==> src/srdt_pkg.sv <==
package srdt_pkg;

  localparam int NUM_EXECS_DEF   = 16;
  localparam int DEMAND_BITS_DEF = 16;

  localparam int IDX_IN_W = 4;
  localparam int DEM_IN_W = 16;
  localparam int MASK_W   = 16;
  localparam int TOTAL_W  = 20;

  localparam logic [TOTAL_W-1:0] TOTAL_MAX = '1;

  typedef struct packed {
    logic [MASK_W-1:0]  dest_mask;
    logic [TOTAL_W-1:0] total_demand;
    logic               notice_connected;
    logic               integrity_error;
    logic               last_notice;
  } notice_t;

endpackage

==> src/srdt_ram.sv <==
module srdt_ram #(
  parameter int WIDTH = 16,
  parameter int DEPTH = 16
) (
  input  logic                     clk,
  input  logic                     wr_en,
  input  logic [$clog2(DEPTH)-1:0] wr_addr,
  input  logic [WIDTH-1:0]         wr_data,
  input  logic                     rd_en,
  input  logic [$clog2(DEPTH)-1:0] rd_addr,
  output logic [WIDTH-1:0]         rd_data
);

  logic [WIDTH-1:0] mem [DEPTH];

  always_ff @(posedge clk) begin
    if (wr_en) begin
      mem[wr_addr] <= wr_data;
    end
    if (rd_en) begin
      rd_data <= mem[rd_addr];
    end
  end

endmodule

==> src/shared_resource_demand_tracker.sv <==
// Shared resource demand tracker.
// Command channel: a status report (client_index, client_connected,
// client_demand) is taken at a rising edge with start high and busy low.
// busy is high in the cycle after each accepted transaction, so a new
// report cannot be taken while the last one is in progress; busy covers the
// demand memory read in the accept cycle and the state update in the next one.
// Result channel: each notice is on the result ports for one cycle with
// result_valid high. The first notice of a report is built from the input
// register and the stored state and registered in the result register;
// a second one (disconnect notice) follows in the next cycle.
// last_notice marks the final notice of a report. Reports that cause no
// notice (out-of-range index, nothing changed) produce no strobe.
// The receiver cannot stall; notices are never held back.
// Reset (rst, synchronous) clears the connected bits and the total. The
// demand memory needs no clearing: a stored demand only counts while the
// client's connected bit is set, and setting that bit writes the demand.
module shared_resource_demand_tracker #(
  parameter int NUM_EXECS   = srdt_pkg::NUM_EXECS_DEF,
  parameter int DEMAND_BITS = srdt_pkg::DEMAND_BITS_DEF
) (
  input  logic                         clk,
  input  logic                         rst,
  input  logic                         start,
  output logic                         busy,
  input  logic [srdt_pkg::IDX_IN_W-1:0] client_index,
  input  logic                         client_connected,
  input  logic [srdt_pkg::DEM_IN_W-1:0] client_demand,
  output logic                         result_valid,
  output logic [srdt_pkg::MASK_W-1:0]  dest_mask,
  output logic [srdt_pkg::TOTAL_W-1:0] total_demand,
  output logic                         notice_connected,
  output logic                         integrity_error,
  output logic                         last_notice
);

  localparam int IDX_W  = $clog2(NUM_EXECS);
  localparam int SUM_W  = DEMAND_BITS + IDX_W;
  localparam int CMP_W  = (SUM_W > srdt_pkg::TOTAL_W) ? SUM_W : srdt_pkg::TOTAL_W;
  localparam int MASK_N = (NUM_EXECS < srdt_pkg::MASK_W) ? NUM_EXECS : srdt_pkg::MASK_W;

  // input register
  logic                          s1_valid;
  logic [srdt_pkg::IDX_IN_W-1:0] idx_r;
  logic                          conn_r;
  logic [DEMAND_BITS-1:0]        dem_r;
  logic                          in_range_r;

  // state
  logic [NUM_EXECS-1:0]          conn_bits;
  logic [SUM_W-1:0]              exact;
  logic [srdt_pkg::TOTAL_W-1:0]  total;
  logic [DEMAND_BITS-1:0]        rd_data;

  // result registers
  srdt_pkg::notice_t res;
  srdt_pkg::notice_t pend_n;
  logic              pend;

  logic accept;
  assign accept = start && !busy;
  assign busy   = s1_valid;

  logic [IDX_W-1:0] addr_r;
  assign addr_r = IDX_W'(idx_r);

  logic                         err;
  logic                         upd;
  logic                         prev;
  logic                         disc;
  logic [DEMAND_BITS-1:0]       old_dem;
  logic [DEMAND_BITS-1:0]       add_dem;
  logic [SUM_W-1:0]             exact_next;
  logic [CMP_W-1:0]             exact_ext;
  logic [srdt_pkg::TOTAL_W-1:0] sat;
  logic [NUM_EXECS-1:0]         conn_next;
  logic [srdt_pkg::MASK_W-1:0]  mask_all;
  logic [srdt_pkg::MASK_W-1:0]  own_bit;
  logic                         first_v;
  logic                         second_v;
  srdt_pkg::notice_t            first;
  srdt_pkg::notice_t            second;

  srdt_ram #(
    .WIDTH(DEMAND_BITS),
    .DEPTH(NUM_EXECS)
  ) u_dem_ram (
    .clk    (clk),
    .wr_en  (upd),
    .wr_addr(addr_r),
    .wr_data(dem_r),
    .rd_en  (accept),
    .rd_addr(IDX_W'(client_index)),
    .rd_data(rd_data)
  );

  always_comb begin
    err        = !conn_r && (dem_r != '0);
    upd        = s1_valid && in_range_r && !err;
    prev       = conn_bits[addr_r];
    disc       = prev && !conn_r;
    old_dem    = prev ? rd_data : '0;
    add_dem    = conn_r ? dem_r : '0;
    exact_next = exact - SUM_W'(old_dem) + SUM_W'(add_dem);
    exact_ext  = CMP_W'(exact_next);
    sat        = (exact_ext > CMP_W'(srdt_pkg::TOTAL_MAX)) ? srdt_pkg::TOTAL_MAX
                                                            : exact_ext[srdt_pkg::TOTAL_W-1:0];
    conn_next         = conn_bits;
    conn_next[addr_r] = conn_r;
    mask_all   = srdt_pkg::MASK_W'(conn_next[MASK_N-1:0]);
    own_bit    = srdt_pkg::MASK_W'(1) << idx_r;

    first_v  = 1'b0;
    second_v = 1'b0;
    first    = '0;
    second   = '0;
    if (s1_valid && in_range_r) begin
      if (err) begin
        first_v = 1'b1;
        first   = '{dest_mask: '0, total_demand: total, notice_connected: 1'b0,
                    integrity_error: 1'b1, last_notice: 1'b1};
      end else begin
        if (sat != total) begin
          first_v = 1'b1;
          first   = '{dest_mask: mask_all, total_demand: sat, notice_connected: 1'b1,
                      integrity_error: 1'b0, last_notice: !disc};
        end else if (!prev && conn_r) begin
          first_v = 1'b1;
          first   = '{dest_mask: own_bit, total_demand: total, notice_connected: 1'b1,
                      integrity_error: 1'b0, last_notice: 1'b1};
        end
        // disconnect notice goes second if an update notice was issued
        if (disc) begin
          if (first_v) begin
            second_v = 1'b1;
            second   = '{dest_mask: own_bit, total_demand: sat, notice_connected: 1'b0,
                         integrity_error: 1'b0, last_notice: 1'b1};
          end else begin
            first_v = 1'b1;
            first   = '{dest_mask: own_bit, total_demand: sat, notice_connected: 1'b0,
                        integrity_error: 1'b0, last_notice: 1'b1};
          end
        end
      end
    end
  end

  always_ff @(posedge clk) begin
    if (rst) begin
      s1_valid     <= 1'b0;
      conn_bits    <= '0;
      exact        <= '0;
      total        <= '0;
      result_valid <= 1'b0;
      pend         <= 1'b0;
    end else begin
      s1_valid <= accept;
      if (upd) begin
        conn_bits <= conn_next;
        exact     <= exact_next;
        total     <= sat;
      end
      if (first_v) begin
        result_valid <= 1'b1;
        res          <= first;
        pend         <= second_v;
        pend_n       <= second;
      end else if (pend) begin
        result_valid <= 1'b1;
        res          <= pend_n;
        pend         <= 1'b0;
      end else begin
        result_valid <= 1'b0;
      end
    end
    if (accept) begin
      idx_r      <= client_index;
      conn_r     <= client_connected;
      dem_r      <= DEMAND_BITS'(client_demand);
      in_range_r <= 32'(client_index) < NUM_EXECS;
    end
  end

  assign dest_mask        = res.dest_mask;
  assign total_demand     = res.total_demand;
  assign notice_connected = res.notice_connected;
  assign integrity_error  = res.integrity_error;
  assign last_notice      = res.last_notice;

  a_busy_after_accept: assert property (@(posedge clk) disable iff (rst)
    start && !busy |=> busy)
    else $error("busy not raised after accepted transaction");

  a_second_follows: assert property (@(posedge clk) disable iff (rst)
    result_valid && !last_notice |=> result_valid)
    else $error("first notice not followed by a second one");

  a_error_alone: assert property (@(posedge clk) disable iff (rst)
    result_valid && integrity_error |-> last_notice && dest_mask == '0)
    else $error("error result not a lone result with empty mask");

  a_no_overlap: assert property (@(posedge clk) disable iff (rst)
    !(s1_valid && pend))
    else $error("new report reached update while a notice was pending");

endmodule
==> config.mk <==
export PLATFORM = sky130hd
export DESIGN_NAME = shared_resource_demand_tracker
export DESIGN_NICKNAME = d
export VERILOG_FILES = /design/src/srdt_pkg.sv /design/src/srdt_ram.sv /design/src/shared_resource_demand_tracker.sv
export SDC_FILE = /design/constraint.sdc
export NUM_CORES = 1
export LEC_CHECK = 0
export ABC_AREA = 1
export BUFFER_PORTS_ARGS = -buffer_cell sky130_fd_sc_hd__buf_2
export CAP_MARGIN = 20
export CORE_MARGIN = 1.5
export CORE_UTILIZATION = 30
export DETAILED_ROUTE_END_ITERATION = 8
export MAX_ROUTING_LAYER = met4
export PLACE_DENSITY = 0.44
export SLEW_MARGIN = 20
export SYNTH_ARGS = -nofsm -noshare
export SYNTH_HDL_FRONTEND = slang
export SYNTH_SLANG_ARGS = --single-unit
==> constraint.sdc <==
create_clock -name clk -period 8.04 [get_ports clk]
set_input_delay 0.402 -clock clk [delete_from_list [all_inputs] [get_ports clk]]
set_output_delay 0.402 -clock clk [all_outputs]
set_load 0.005 [all_outputs]
Word-level counts from Yosys, hierarchy flattened
Memories as Yosys holds them, arrays and structs flattened. A register that Yosys moved wholly into a read port is not among the register bits.
Cells that the tools add are included.
{ "word_totals": {"latch_bits": 0, "mem_bits_rw": 256, "mem_count": 1, "regBits": 158, "in_bits": 24, "rom_bits": 0, "elab_cells": 79} }
{ "classes": {"mul": 0, "addsub": 2, "reduce_logical": 18, "n_bitwise": 5, "n_lt_le_gt_ge": 3, "n_div": 0, "n_eq_ne": 1, "n_mux": 29, "shift": 1} }
{ "memory_table": {"columns": ["memory", "words", "width", "read_ports", "rd_ports_with_merged_regs", "write_ports", "line", "text"], "rows": [
  ["u_dem_ram.mem", 16, 16, 1, 1, 1, "srdt_ram.sv:14", "logic [WIDTH-1:0] mem [DEPTH];"]
]} }
{ "ops": {"columns": ["operator", "n"], "rows": [
  ["two-way mux 39 bit", 8],
  ["two-way mux 16 bit", 2],
  ["adder 20 x 16 -> 20 bit", 1],
  ["greater-than comparator 20 bit, second input constant", 1],
  ["two-way mux 20 bit", 1],
  ["inequality test 20 bit", 1],
  ["subtractor 20 x 16 -> 20 bit", 1],
  ["bitwise mux 16 bit", 1],
  ["nonzero test 16 bit", 1],
  ["<< shifter 1 x 4 -> 16 bit, first input constant", 1],
  ["two-way mux 1 bit", 15],
  ["logical AND 1 bit", 6],
  ["zero test 1 bit", 5],
  ["less-than comparator 4 x 5 -> 1 bit, second input constant", 1],
  ["inverter 1 bit", 5],
  ["OR reduction 5 bit", 1],
  ["binary-select mux 1 bit (select 4 bit)", 1],
  ["demux 1 bit (select 4 bit)", 1],
  [">= comparator 4 x 1 -> 1 bit, second input constant", 1],
  ["AND reduction 2 bit", 2],
  ["OR reduction 4 bit", 1],
  ["OR reduction 3 bit", 1],
  ["nonzero test 2 bit", 1]
]} }

Depth between registers and ports, before layout
Gate-level depths: netlist of run 1.
{ "logic_depth": {"ltp_word": 16, "depth_mapped": 33} }

Hierarchy
From an unflattened synthesis of run 1, not the netlist that was laid out.
{ "hier_totals": {"cells_unflattened": 2333, "hier_area_um2": 20846.2} }
{ "by_module_without_submodules": {"columns": ["module", "area_per_inst_um2", "seq_area_each_um2", "cells_per_inst", "instances"], "rows": [
  ["srdt_ram", 11546.1, 8167.8, 1075, 1],
  ["shared_resource_demand_tracker", 9300.2, 4093.9, 1258, 1]
]} }

Worst setup path before layout of run 1
OpenSTA, ideal clock, no wires.
{ "synth_timing": {"path_kind": "register -> register", "from": "register idx_r (netlist bit addr_r[0])", "to": "register res (netlist bit dest_mask[0]) (enable)", "path_stages_with_launch": 29, "arrival_ns": 6.536, "path_slack_ns": 1.014, "period_less_slack_ns": 7.026, "setup_ns": 0.489, "path_buffers": 2, "cell_sequence": "edfxtp_1 > inv_1 > nor2_1 > inv_1 > o22ai_1 > o21ai_0 > nand4_1 > inv_1 > clkbuf_1 > nor2_1 > fa_1 > inv_1 > ha_1 > nand2_1 > inv_1 > a21oi_2 > nand3_2 > nand2_1 > nand3b_1 > nand2_1 > nand2_1 > nand2_1 > inv_1 > nand3_1 > nor2_4 > nand3_1 > nand2_2 > buf_4 > o21ai_0"} }
{ "synth_between": {"elab_chain_cells": 16, "elab_cells_between_ends": 20} }
{ "synth_rtl": {"columns": ["item", "line", "text"], "rows": [
  ["start, declared", "shared_resource_demand_tracker.sv:43", "logic [srdt_pkg::IDX_IN_W-1:0] idx_r;"],
  ["start signal, assigned", "shared_resource_demand_tracker.sv:176", "idx_r <= client_index;"],
  ["binary-select mux 1 bit (select 4 bit) *", "shared_resource_demand_tracker.sv:99", "prev = conn_bits[addr_r];"],
  ["two-way mux 1 bit (implied by the code) *", "shared_resource_demand_tracker.sv:99", null],
  ["two-way mux 16 bit", "shared_resource_demand_tracker.sv:101", "old_dem = prev ? rd_data : '0;"],
  ["subtractor 20 x 16 -> 20 bit", "shared_resource_demand_tracker.sv:103", "exact_next = exact - SUM_W'(old_dem) + SUM_W'(add_dem);"],
  ["adder 20 x 16 -> 20 bit", "shared_resource_demand_tracker.sv:103", null],
  ["greater-than comparator 20 bit", "shared_resource_demand_tracker.sv:105", "sat = (exact_ext > CMP_W'(srdt_pkg::TOTAL_MAX)) ? srdt_pkg::TOTAL_MAX"],
  ["two-way mux 20 bit", "shared_resource_demand_tracker.sv:105", null],
  ["inequality test 20 bit", "shared_resource_demand_tracker.sv:122", "if (sat != total) begin"],
  ["two-way mux 1 bit", "shared_resource_demand_tracker.sv:122", null],
  ["two-way mux 1 bit", "shared_resource_demand_tracker.sv:117", "if (err) begin"],
  ["two-way mux 1 bit", "shared_resource_demand_tracker.sv:116", "if (s1_valid && in_range_r) begin"],
  ["two-way mux 1 bit *", "shared_resource_demand_tracker.sv:132", "if (disc) begin"],
  ["two-way mux 1 bit *", "shared_resource_demand_tracker.sv:117", null],
  ["two-way mux 1 bit *", "shared_resource_demand_tracker.sv:116", null],
  ["nonzero test 2 bit (no line) *", null, null],
  ["AND reduction 2 bit (no line) *", null, null],
  ["end signal, assigned", "shared_resource_demand_tracker.sv:164", "res <= first;"],
  ["end signal, assigned", "shared_resource_demand_tracker.sv:169", "res <= pend_n;"],
  ["end, declared", "shared_resource_demand_tracker.sv:55", "srdt_pkg::notice_t res;"]
]} }
Every way passes the cells marked *; elsewhere a longest branch is shown, timed or not. The select of a mux whose other input is x is not followed.
A chain may end at the register's enable or synchronous reset.

Worst setup path after layout of run 1
{ "layout_timing": {"from": "register idx_r (netlist bit addr_r[0])", "to": "register res (netlist bit total_demand[13]), data pin"} }
{ "layout_between": {"elab_chain_cells": 16, "elab_cells_between_ends": 25} }
{ "layout_rtl": {"columns": ["item", "line", "text"], "rows": [
  ["binary-select mux 1 bit (select 4 bit) *", "shared_resource_demand_tracker.sv:99", null],
  ["two-way mux 1 bit (implied by the code) *", "shared_resource_demand_tracker.sv:99", null],
  ["two-way mux 16 bit", "shared_resource_demand_tracker.sv:101", null],
  ["subtractor 20 x 16 -> 20 bit", "shared_resource_demand_tracker.sv:103", null],
  ["adder 20 x 16 -> 20 bit", "shared_resource_demand_tracker.sv:103", null],
  ["greater-than comparator 20 bit", "shared_resource_demand_tracker.sv:105", null],
  ["two-way mux 20 bit", "shared_resource_demand_tracker.sv:105", null],
  ["inequality test 20 bit", "shared_resource_demand_tracker.sv:122", null],
  ["two-way mux 1 bit", "shared_resource_demand_tracker.sv:122", null],
  ["two-way mux 1 bit", "shared_resource_demand_tracker.sv:117", null],
  ["two-way mux 1 bit", "shared_resource_demand_tracker.sv:116", null],
  ["two-way mux 39 bit", "shared_resource_demand_tracker.sv:133", "if (first_v) begin"],
  ["two-way mux 39 bit", "shared_resource_demand_tracker.sv:132", null],
  ["two-way mux 39 bit", "shared_resource_demand_tracker.sv:117", null],
  ["two-way mux 39 bit", "shared_resource_demand_tracker.sv:116", null],
  ["two-way mux 39 bit *", "shared_resource_demand_tracker.sv:162", "if (first_v) begin"]
]} }
Marked as above.

==> results of run 1 <==
==> cells in the mapped netlist <==
cell type	instances	area (um2)
buf_4	7	52.6
nand3b_1	6	45.0
o22ai_1	8	50.1
o21ai_2	1	8.76
nand4_1	11	68.8
or2_2	1	6.26
nand3_1	107	536
a211oi_1	9	67.6
o211ai_1	64	480
inv_1	267	1000
nand3_2	2	20.0
clkbuf_2	1	5.00
o21ai_0	120	601
nor4_1	4	25.0
buf_2	5	25.0
edfxtp_1	369	11100
xor2_1	2	17.5
fa_1	16	320
or2_0	1	6.26
buf_6	5	56.3
dfxtp_1	59	1180
nand2_1	435	1630
clkinv_1	3	11.3
o21ai_1	7	35.0
nor2_2	3	18.8
a21oi_2	1	8.76
nand2_2	3	18.8
a21oi_1	123	616
nor2_1	165	619
ha_1	20	250
mux2i_1	64	641
o21bai_1	3	22.5
nor3_1	6	30.0
nor2_4	1	11.3
nand2_8	1	20.0
clkbuf_1	58	218
buf_1	12	45.0
inv_2	5	18.8
xnor2_1	1	8.76
==> per-stage QoR <==
step / utilization / setup slack, ns / area, um2
floorplan: - / 1.01 / 19900
global placement: 0.324 / 1.80 / 21300
detailed placement: 0.324 / 1.76 / 21300
CTS: 0.352 / 1.69 / 23100
global route: 0.352 / 1.06 / 23100
finish: 0.352 / 1.76 / 23100
==> report_power, final <==
group	total [W]	internal (W)	switching (W)
registers	0.00249	0.00246	0.0000322
clock network	0.00228	0.00133	0.000946
logic	0.000802	0.000248	0.000554
==> cell usage in the layout (no fill, tap or decap), drive strengths merged, types with 8 or more instances in the layout <==
| cell | count |
|---|---|
| fa | 16 |
| a211oi | 9 |
| mux2i | 64 |
| dfxtp | 59 |
| o22ai | 8 |
| o211ai | 64 |
| nand4 | 11 |
| nor2 | 169 |
| nand3 | 109 |
| ha | 20 |
| clkbuf | 54 |
| inv | 273 |
| buf | 104 |
| clkinv | 33 |
| nand2 | 439 |
| a21oi | 124 |
| dlygate4sd3 | 17 |
| edfxtp | 369 |
| o21ai | 128 |
==> sequential cells by signal, indices dropped and copies added, names as in the netlist, 4 cells and up <==
name / count
dem_r: 16
conn_bits: 16
addr_r: 4
u_dem_ram.mem: 256
dest_mask: 16
u_dem_ram.rd_data: 16
total: 20
exact: 20
pend_n: 37
total_demand: 20
==> layout make-up <==
type	count	area, um2	area share
timing repair buffer	121	810	0.0350
clock inverter	39	387	0.0167
sequential	428	12300	0.531
tap	864	1080	0.0468
inverter	275	1030	0.0447
multi-input combinational	1185	6270	0.271
clock buffer	54	1270	0.0548
==> how the worst min path moves through the flow <==
| stage | to | slack (ns) | cells past startpoint |
|---|---|---|---|
| final | busy | 0.10 | 3 |
| after global routing | busy | 0.11 | 3 |
| after CTS | busy | 0.07 | 3 |
| after detailed placement | exact[7] | 0.46 | 2 |
| after global placement | exact[4] | 0.45 | 2 |
| after floorplan | result_valid | 0.42 | 2 |
==> kinds of logic after synthesis <==
| family | Yosys count | share of synthesized area |
|---|---|---|
| fa+ha+maj | 36 | 0.0287 |
| compound gates | 336 | 0.0950 |
| flops | 428 | 0.617 |
| buf+inv | 363 | 0.0721 |
| simple gates | 746 | 0.154 |
| mux | 64 | 0.0322 |
| xor+xnor | 3 | 0.00132 |
==> timing repair <==
item                                    CTS  global route
hold endpoints to repair                 17             0
endpoints found under the setup margin    0             0
resized for setup                         0             0
hold buffers                             17             0
==> worst max-delay path, delay by kind of cell (launching register included) <==
kind / cells / cell delay [ns]
DFF: 1 / 0.41
buffers and inverters: 6 / 1.66
AOI/OAI and AO/OA: 2 / 0.28
adders and majority gates: 3 / 1.10
and+or+nand+nor: 19 / 2.47
==> metal layers <==
layer	share of wire	track usage	wire length [um]	vias up
met3	0.041	0.0223	2240	74
met4	0.022	0.0427	1180	0
met2	0.45	0.261	24400	296
li1	-	-	-	6843
met5	0	-	0	-
met1	0.49	0.233	26500	6611
==> results.sh, run 1 <==
export IMPL_synth_cell_types=39
export IMPL_cp_max_fo=42
export IMPL_insertion_delay_ns=0.61
export IMPL_finalPower_w=0.00558
export IMPL_cts_setup_buffers=0
export IMPL_n_fill_cell=6667
export IMPL_cp_endpoint="total_demand[13]"
export IMPL_via_count=13824
export IMPL_timing_rr_end="total_demand[13]"
export IMPL_tightest_slew_ns=1.02
export IMPL_die_w_um=260
export IMPL_finalCriticalPeriod_ns=6.28
export IMPL_overflow=0
export IMPL_setup_tns_ns=0
export IMPL_drive_gt1_frac=0.103
export IMPL_drtPass1Iterations=5
export IMPL_wl_um=54400
export IMPL_slew_headroom=0.320
export IMPL_dp_cells=2855
export IMPL_path_class="register to register"
export IMPL_clock_sinks=428
export IMPL_fin_nets=2121
export IMPL_routedWlPerCell_um=18.3
export IMPL_num_rows=94
export IMPL_ioPinCount=65
export IMPL_ys_seq_area_frac=0.617
export IMPL_cts_tree="built"
export IMPL_gp_congestion=0.836
export IMPL_cts_buffers=50
export IMPL_leakage_nw=9.00
export IMPL_core_area_mm2=0.0656
export IMPL_fmax_mhz=159
export IMPL_hold_violations=0
export IMPL_slowest_stage="fa_1"
export IMPL_grt_pass1_vias=13643
export IMPL_grt_total_usage=0.168
export IMPL_die_area_mm2=0.0678
export IMPL_r2r_slack_ns=1.76
export IMPL_hold_class="input pin to register"
export IMPL_htreeDepth=2
export IMPL_ys_warn_count=0
export IMPL_worst_ep_arrival_time_ns=6.59
export IMPL_initial_utilization=0.303
export IMPL_start_kind="register"
export IMPL_synthCells=1976
export IMPL_grt_max_degree=109
export IMPL_rsz0062_at_grt="no"
export IMPL_syn_mean_instance_area_um2=10.1
export IMPL_cp_data_required_time_ns=8.36
export IMPL_drtAntennaViolNets=0
export IMPL_grt_antenna_before_repair=0
export IMPL_status="completed"
export IMPL_ir_drop_mv=0.149
export IMPL_timing_rr_start="addr_r[0]"
export IMPL_slowest_delay_ns=0.55
export IMPL_clk_pin_slew_ns=0.06
export IMPL_drc=0
export IMPL_clockRootBuffer="clkbuf_16"
export IMPL_slew_violations=0
export IMPL_synth_nets=2036
export IMPL_finalCritPeriodShare=0.781
export IMPL_hold_ws_ns=0.103
export IMPL_die_h_um=260
export IMPL_diodes=0
export IMPL_area_growth_pct=16.3
export IMPL_ys_ff_latch=428
export IMPL_layout_cells_non_filler=2966
export IMPL_endpoint_kind="register"
export IMPL_ff2ff_path_depth=30
export IMPL_final_setup_viol_count=0
export IMPL_vias_per_cell=4.66
export IMPL_drt_iter0_drc=912
export IMPL_place_hpwl_um=34100
export IMPL_cts_buffer_depth=3
export IMPL_syn_area_mm2=0.0199
export IMPL_grt_pass1_wl_um=84100
export IMPL_numPortBuffers=64
export IMPL_cp_startpoint="addr_r[0]"
export IMPL_final_setup_skew_ns=0.0504
export IMPL_drv_cap=0
export IMPL_min_from="start"
export IMPL_p_per_area_mw_per_mm2=241
Note: power is estimated with default switching activity, not from simulation.
==> run 2: changes to the inputs <==
--- a/config.mk
+++ b/config.mk
@@ -12,7 +12,7 @@
 export CORE_UTILIZATION = 30
 export DETAILED_ROUTE_END_ITERATION = 8
 export MAX_ROUTING_LAYER = met4
-export PLACE_DENSITY = 0.44
+export PLACE_DENSITY = 0.46
 export SLEW_MARGIN = 20
 export SYNTH_ARGS = -nofsm -noshare
 export SYNTH_HDL_FRONTEND = slang
==> constraint.sdc (replaced) <==
create_clock -name clk -period 5.55 [get_ports clk]
set_input_delay 0.2775 -clock clk [delete_from_list [all_inputs] [get_ports clk]]
set_output_delay 0.2775 -clock clk [all_outputs]
set_load 0.005 [all_outputs]
==> run 2 against run 1 <==
  * Power increased by 46%
  * Die area unchanged
  * Sequential share of layout area down 0.53 points
  * Via count increased by 0.33%
  * Count of clock-buffer cells in the layout rose by 9
  * Maximum frequency up 24%
  * Register-to-register slack worse by 1.3 ns
  * Non-clock buffer count is 18 higher
  * Setup slack got worse by 1.3 ns
  * First-iteration DRC count increased by 12%
  * Utilization grew 0.35 points
  * Critical path depth down 2
  * Critical endpoint is now dest_mask[2]
  * Largest cell class unchanged
==> results.sh, run 2 (synthesized netlist as in run 1, its figures left out) <==
export IMPL_final_common_cell="nand2_1"
export IMPL_min_from="client_index[1]"
export IMPL_setup_tns_ns=0
export IMPL_fin_nets=2140
export IMPL_p_comb_frac=0.146
export IMPL_drive_gt1_frac=0.115
export IMPL_start_kind="register"
export IMPL_cp_max_fo=22
export IMPL_die_h_um=260
export IMPL_path_buf_inv=7
export IMPL_place_hpwl_um=35200
export IMPL_die_area_mm2=0.0678
export IMPL_ioPinCount=65
export IMPL_gp_congestion=0.872
export IMPL_holdPathStages=2
export IMPL_path_class="register to register"
export IMPL_power_switching_share=0.275
export IMPL_drv_cap=0
export IMPL_r2r_slack_ns=0.50
export IMPL_hold_class="input pin to register"
export IMPL_final_cell_mix="431 x nand2_1, 369 x edfxtp_1, 265 x inv_1, 147 x nor2_1, 123 x a21oi_1"
export IMPL_grt_total_usage=0.170
export IMPL_vias_per_cell=4.65
export IMPL_regMostFlops="u_dem_ram.mem"
export IMPL_overflow=0
export IMPL_p_seq_frac=0.444
export IMPL_num_rows=94
export IMPL_slowest_stage="fa_1"
export IMPL_crit_path_frequent_cell="nand2_1"
export IMPL_timing_rr_start="addr_r[0]"
export IMPL_routedWlPerCell_um=18.7
export IMPL_grt_pass1_vias=13553
export IMPL_clockRootBuffer="clkbuf_16"
export IMPL_path_delay_family="simple AND/OR/NAND/NOR gates"
export IMPL_holdPathEnd="addr_r[1]"
export IMPL_die_w_um=260
export IMPL_slew_violations=0
export IMPL_largest_reg_flops=256
export IMPL_status="completed"
export IMPL_finalCritPeriodShare=0.910
export IMPL_final_setup_viol_count=0
export IMPL_wl_um=55700
export IMPL_finalCriticalPeriod_ns=5.05
export IMPL_leakage_nw=9.12
export IMPL_hold_violations=0
export IMPL_grt_pass1_wl_um=84500
export IMPL_internal_power_w=0.00590
export IMPL_drtPass1Iterations=5
export IMPL_p_sw_w=0.00224
export IMPL_diodes=0
export IMPL_cp_data_required_time_ns=5.84
export IMPL_largestRegisters="u_dem_ram.mem (256), pend_n (37)"
export IMPL_via_count=13870
export IMPL_numPortBuffers=64
export IMPL_final_setup_skew_ns=0.0345
export IMPL_p_clk_frac=0.410
export IMPL_clk_pin_slew_ns=0.06
export IMPL_layout_cells_non_filler=2985
export IMPL_ff2ff_path_depth=28
export IMPL_final_util=0.356
export IMPL_fmax_mhz=198
export IMPL_slowest_delay_ns=0.49
export IMPL_area_growth_pct=17.4
export IMPL_endpoint_kind="register"
export IMPL_initial_utilization=0.303
export IMPL_cts_buffers=50
export IMPL_insertion_delay_ns=0.63
export IMPL_grt_max_degree=112
export IMPL_core_area_mm2=0.0656
export IMPL_clock_sinks=428
export IMPL_dp_cells=2870
export IMPL_drc=0
export IMPL_tightest_slew_ns=0.848
export IMPL_cts_buffer_depth=3
export IMPL_ir_drop_mv=0.270
export IMPL_drtAntennaViolNets=0
export IMPL_n_fill_cell=6698
export IMPL_worst_ep_arrival_time_ns=5.34
export IMPL_cts_tree="built"
export IMPL_timing_rr_end="dest_mask[2]"
export IMPL_htreeDepth=2
export IMPL_slew_headroom=0.434
export IMPL_grt_antenna_before_repair=0
export IMPL_drt_iter0_drc=1018
export IMPL_p_per_area_mw_per_mm2=349
export IMPL_rsz0062_at_grt="yes"
[run 2: metal layers]
layer	vias up	GRT usage	share of wire
li1	6885	-	-
met1	6608	0.236	0.49
met2	285	0.259	0.45
met3	92	0.0235	0.041
met4	0	0.0487	0.024
met5	-	-	0
[run 2: worst max-delay path by stage]
stage,endpoint,slack [ns],cells after the start,start
finish,dest_mask[2],0.50,28,addr_r[0]
global route,pend_n[19],-0.02,32,addr_r[0]
CTS,dest_mask[2],0.04,26,addr_r[1]
detailed placement,dest_mask[2],0.06,26,addr_r[1]
global placement,pend_n[18],-0.03,24,addr_r[1]
floorplan,dest_mask[0],0.33,28,addr_r[0]
[run 2: repair_timing]
action	4_1_cts	5_1_grt
gates resized for setup	0	14
hold endpoints to repair	18	0
buffers inserted	0	3
endpoints found under the setup margin	0	137
hold buffers	18	0
[run 2: metrics by stage]
stage / instance area [um2] / worst slack (ns) / hold slack (ns) / power [W]
after floorplan: 19900 / 0.333 / 0.376 / 0.00449
after global placement: 21400 / -0.0310 / 0.452 / 0.00486
after detailed placement: 21400 / 0.0603 / 0.456 / 0.00486
after CTS: 23200 / 0.0369 / 0.181 / 0.00823
after global routing: 23300 / -0.0211 / 0.187 / 0.00854
final: 23300 / 0.499 / 0.196 / 0.00814
[run 2: cell type report]
type,count,area (um2),share of cell area
clock buffer,63,1310,0.0561
clock inverter,30,350,0.0150
inverter,275,1030,0.0443
multi-input combinational,1186,6290,0.269
sequential,428,12300,0.525
tap,864,1080,0.0463
timing repair buffer,139,1020,0.0437
[run 2: power groups by stage]
stage          registers (W)  clock network, W  logic [W]
3_5_place_dp         0.00368                 0    0.00118
3_3_place_gp         0.00368                 0    0.00118
4_1_cts              0.00361           0.00342    0.00119
5_1_grt              0.00362           0.00355    0.00137
6_report             0.00361           0.00334    0.00119
2_1_floorplan        0.00368                 0   0.000817
[run 2: worst register-to-register path, delay by kind of cell, from the launching register on]
kind / cells / cell delay, ns
buffers and inverters: 7 / 0.92
and+or+nand+nor: 16 / 2.00
adders and majority gates: 2 / 0.89
AOI/OAI and AO/OA: 3 / 0.52
DFF: 1 / 0.42
==> run 3: changes to the inputs <==
--- a/config.mk
+++ b/config.mk
@@ -12,7 +12,7 @@
 export CORE_UTILIZATION = 30
 export DETAILED_ROUTE_END_ITERATION = 8
 export MAX_ROUTING_LAYER = met4
-export PLACE_DENSITY = 0.46
+export PLACE_DENSITY_LB_ADDON = 0.15
 export SLEW_MARGIN = 20
 export SYNTH_ARGS = -nofsm -noshare
 export SYNTH_HDL_FRONTEND = slang
==> run 3 against run 2 <==
  * Count of clock-buffer cells in the layout unchanged
  * Setup slack got worse by 0.077 ns
  * Clock skew increased by 0.025 ns
  * Final cell count about the same
  * Via count increased by 0.22%
  * Clock power decreased by 4%
  * Sequential power about the same
  * Critical path depth unchanged
  * Die area unchanged
  * Maximum frequency decreased by 1.5%
==> results.sh, run 3 (synthesized netlist as in run 1, its figures left out) <==
export IMPL_tightest_slew_ns=0.945
export IMPL_via_count=13901
export IMPL_start_kind="register"
export IMPL_largest_reg_flops=256
export IMPL_drtPass1Iterations=6
export IMPL_cp_endpoint="pend_n[19]"
export IMPL_gp_congestion=0.872
export IMPL_grtUsageMet3=0.0211
export IMPL_area_growth_pct=17.0
export IMPL_htreeDepth=2
export IMPL_grt_pass1_vias=13785
export IMPL_cts_buffer_depth=3
export IMPL_drive_gt1_frac=0.115
export IMPL_path_class="register to register"
export IMPL_multiInputGateArea_mm2=0.00629
export IMPL_top_usage_layer="met2"
export IMPL_die_w_um=260
export IMPL_insertion_delay_ns=0.62
export IMPL_cp_data_required_time_ns=5.85
export IMPL_final_seq_area_mm2=0.0123
export IMPL_grt_pass1_wl_um=85400
export IMPL_ir_drop_mv=0.230
export IMPL_layout_cells_non_filler=2986
export IMPL_regMostFlops="u_dem_ram.mem"
export IMPL_status="completed"
export IMPL_crit_path_frequent_cell="nor2_1"
export IMPL_endpoint_kind="register"
export IMPL_cts_tree="built"
export IMPL_worst_ep_arrival_time_ns=5.43
export IMPL_ff2ff_path_depth=28
export IMPL_timing_rr_end="pend_n[19]"
export IMPL_ioPinCount=65
export IMPL_grt_max_degree=94
export IMPL_fin_ws_ns=0.422
export IMPL_clk_pin_slew_ns=0.06
export IMPL_largestRegisters="u_dem_ram.mem (256), pend_n (37)"
export IMPL_numPortBuffers=64
export IMPL_final_setup_skew_ns=0.0597
export IMPL_slowest_stage="fa_1"
export IMPL_routedWlPerCell_um=18.8
export IMPL_use_met2=0.279
export IMPL_die_area_mm2=0.0678
export IMPL_place_hpwl_um=36100
export IMPL_r2r_slack_ns=0.42
export IMPL_grt_total_usage=0.173
export IMPL_placed_cell_area_mm2=0.0214
export IMPL_diodes=0
export IMPL_dp_slack_ns=0.0216
export IMPL_fin_nets=2143
export IMPL_drv_cap=0
export IMPL_setup_tns_ns=0
export IMPL_core_area_mm2=0.0656
export IMPL_wl_um=56100
export IMPL_drtAntennaViolNets=0
export IMPL_finalCritPeriodShare=0.924
export IMPL_internal_power_w=0.00579
export IMPL_die_h_um=260
export IMPL_p_comb_frac=0.148
export IMPL_fmax_mhz=195
export IMPL_drt_iter0_drc=1048
export IMPL_p_per_area_mw_per_mm2=344
export IMPL_cp_max_fo=22
export IMPL_design_area_mm2=0.0233
export IMPL_hold_violations=0
export IMPL_slew_headroom=0.366
export IMPL_p_clk_frac=0.400
export IMPL_clock_sinks=428
export IMPL_p_sw_w=0.00221
export IMPL_hold_class="input pin to register"
export IMPL_slew_violations=0
export IMPL_clockRootBuffer="clkbuf_16"
export IMPL_slowest_delay_ns=0.48
export IMPL_cp_startpoint="addr_r[0]"
export IMPL_dp_cells=2871
export IMPL_final_common_cell="nand2_1"
export IMPL_leakage_nw=9.09
export IMPL_vias_per_cell=4.66
export IMPL_num_rows=94
export IMPL_p_seq_frac=0.452
export IMPL_initial_utilization=0.303
export IMPL_n_fill_cell=6617
export IMPL_finalCriticalPeriod_ns=5.13
export IMPL_cts_buffers=50
export IMPL_grt_met1_usage=0.233
export IMPL_final_setup_viol_count=0
export IMPL_holdPathStages=1
export IMPL_overflow=0
export IMPL_grt_antenna_before_repair=0
export IMPL_hold_ws_ns=0.250
export IMPL_power_switching_share=0.276
export IMPL_timing_rr_start="addr_r[0]"
export IMPL_final_cell_mix="431 x nand2_1, 369 x edfxtp_1, 264 x inv_1, 147 x nor2_1, 123 x a21oi_1"
export IMPL_drc=0
## run 3: per-layer routing
metal / up-vias / share of wire
met3: 61 / 0.032
met5: - / 0
met1: 6693 / 0.49
met2: 250 / 0.47
met4: 0 / 0.015
li1: 6897 / -
## run 3: power by group through the flow
stage | logic, W | clock network (W) | registers [W]
after floorplan | 0.000817 | 0 | 0.00368
after global placement | 0.00117 | 0 | 0.00368
after detailed placement | 0.00117 | 0 | 0.00369
after CTS | 0.00118 | 0.00330 | 0.00362
after global routing | 0.00136 | 0.00343 | 0.00362
final | 0.00119 | 0.00320 | 0.00362
## run 3: worst min path at each step
stage / start / endpoint
2_1_floorplan: client_index[0] / addr_r[0]
3_3_place_gp: exact[13] / exact[13]
3_5_place_dp: client_demand[15] / dem_r[15]
4_1_cts: client_index[3] / addr_r[3]
5_1_grt: client_index[3] / addr_r[3]
6_report: client_index[3] / addr_r[3]
## run 3: final cells by class
type	count	share of cell area
Multi-Input combinational cell	1186	0.270
Inverter	275	0.0445
Timing Repair Buffer	142	0.0432
Clock buffer	63	0.0559
Sequential cell	428	0.527
Clock inverter	28	0.0127
Tap cell	864	0.0465
## run 3: what timing repair did
item / in CTS / in global routing
endpoints found under the setup margin: 1 / 152
pin swaps: 1 / 3
buffers inserted: 0 / 5
resized for setup: 0 / 19
gates cloned: 1 / 0
hold buffers: 18 / 0
hold endpoints to repair: 18 / 0
## run 3: critical path: cells and delay by family, from the launching register on
kind | cells | cell delay (ns)
adder cells (fa/ha/maj) | 2 | 0.88
flip-flops | 1 | 0.42
buffers and inverters | 9 | 1.14
AND/OR/NAND/NOR | 14 | 1.98
AO/OA/AOI/OAI | 3 | 0.37
## run 3: through the flow
step | utilization | total power, W
2_1_floorplan | - | 0.00449
3_3_place_gp | 0.326 | 0.00485
3_5_place_dp | 0.326 | 0.00486
4_1_cts | 0.353 | 0.00810
5_1_grt | 0.355 | 0.00841
6_report | 0.355 | 0.00801
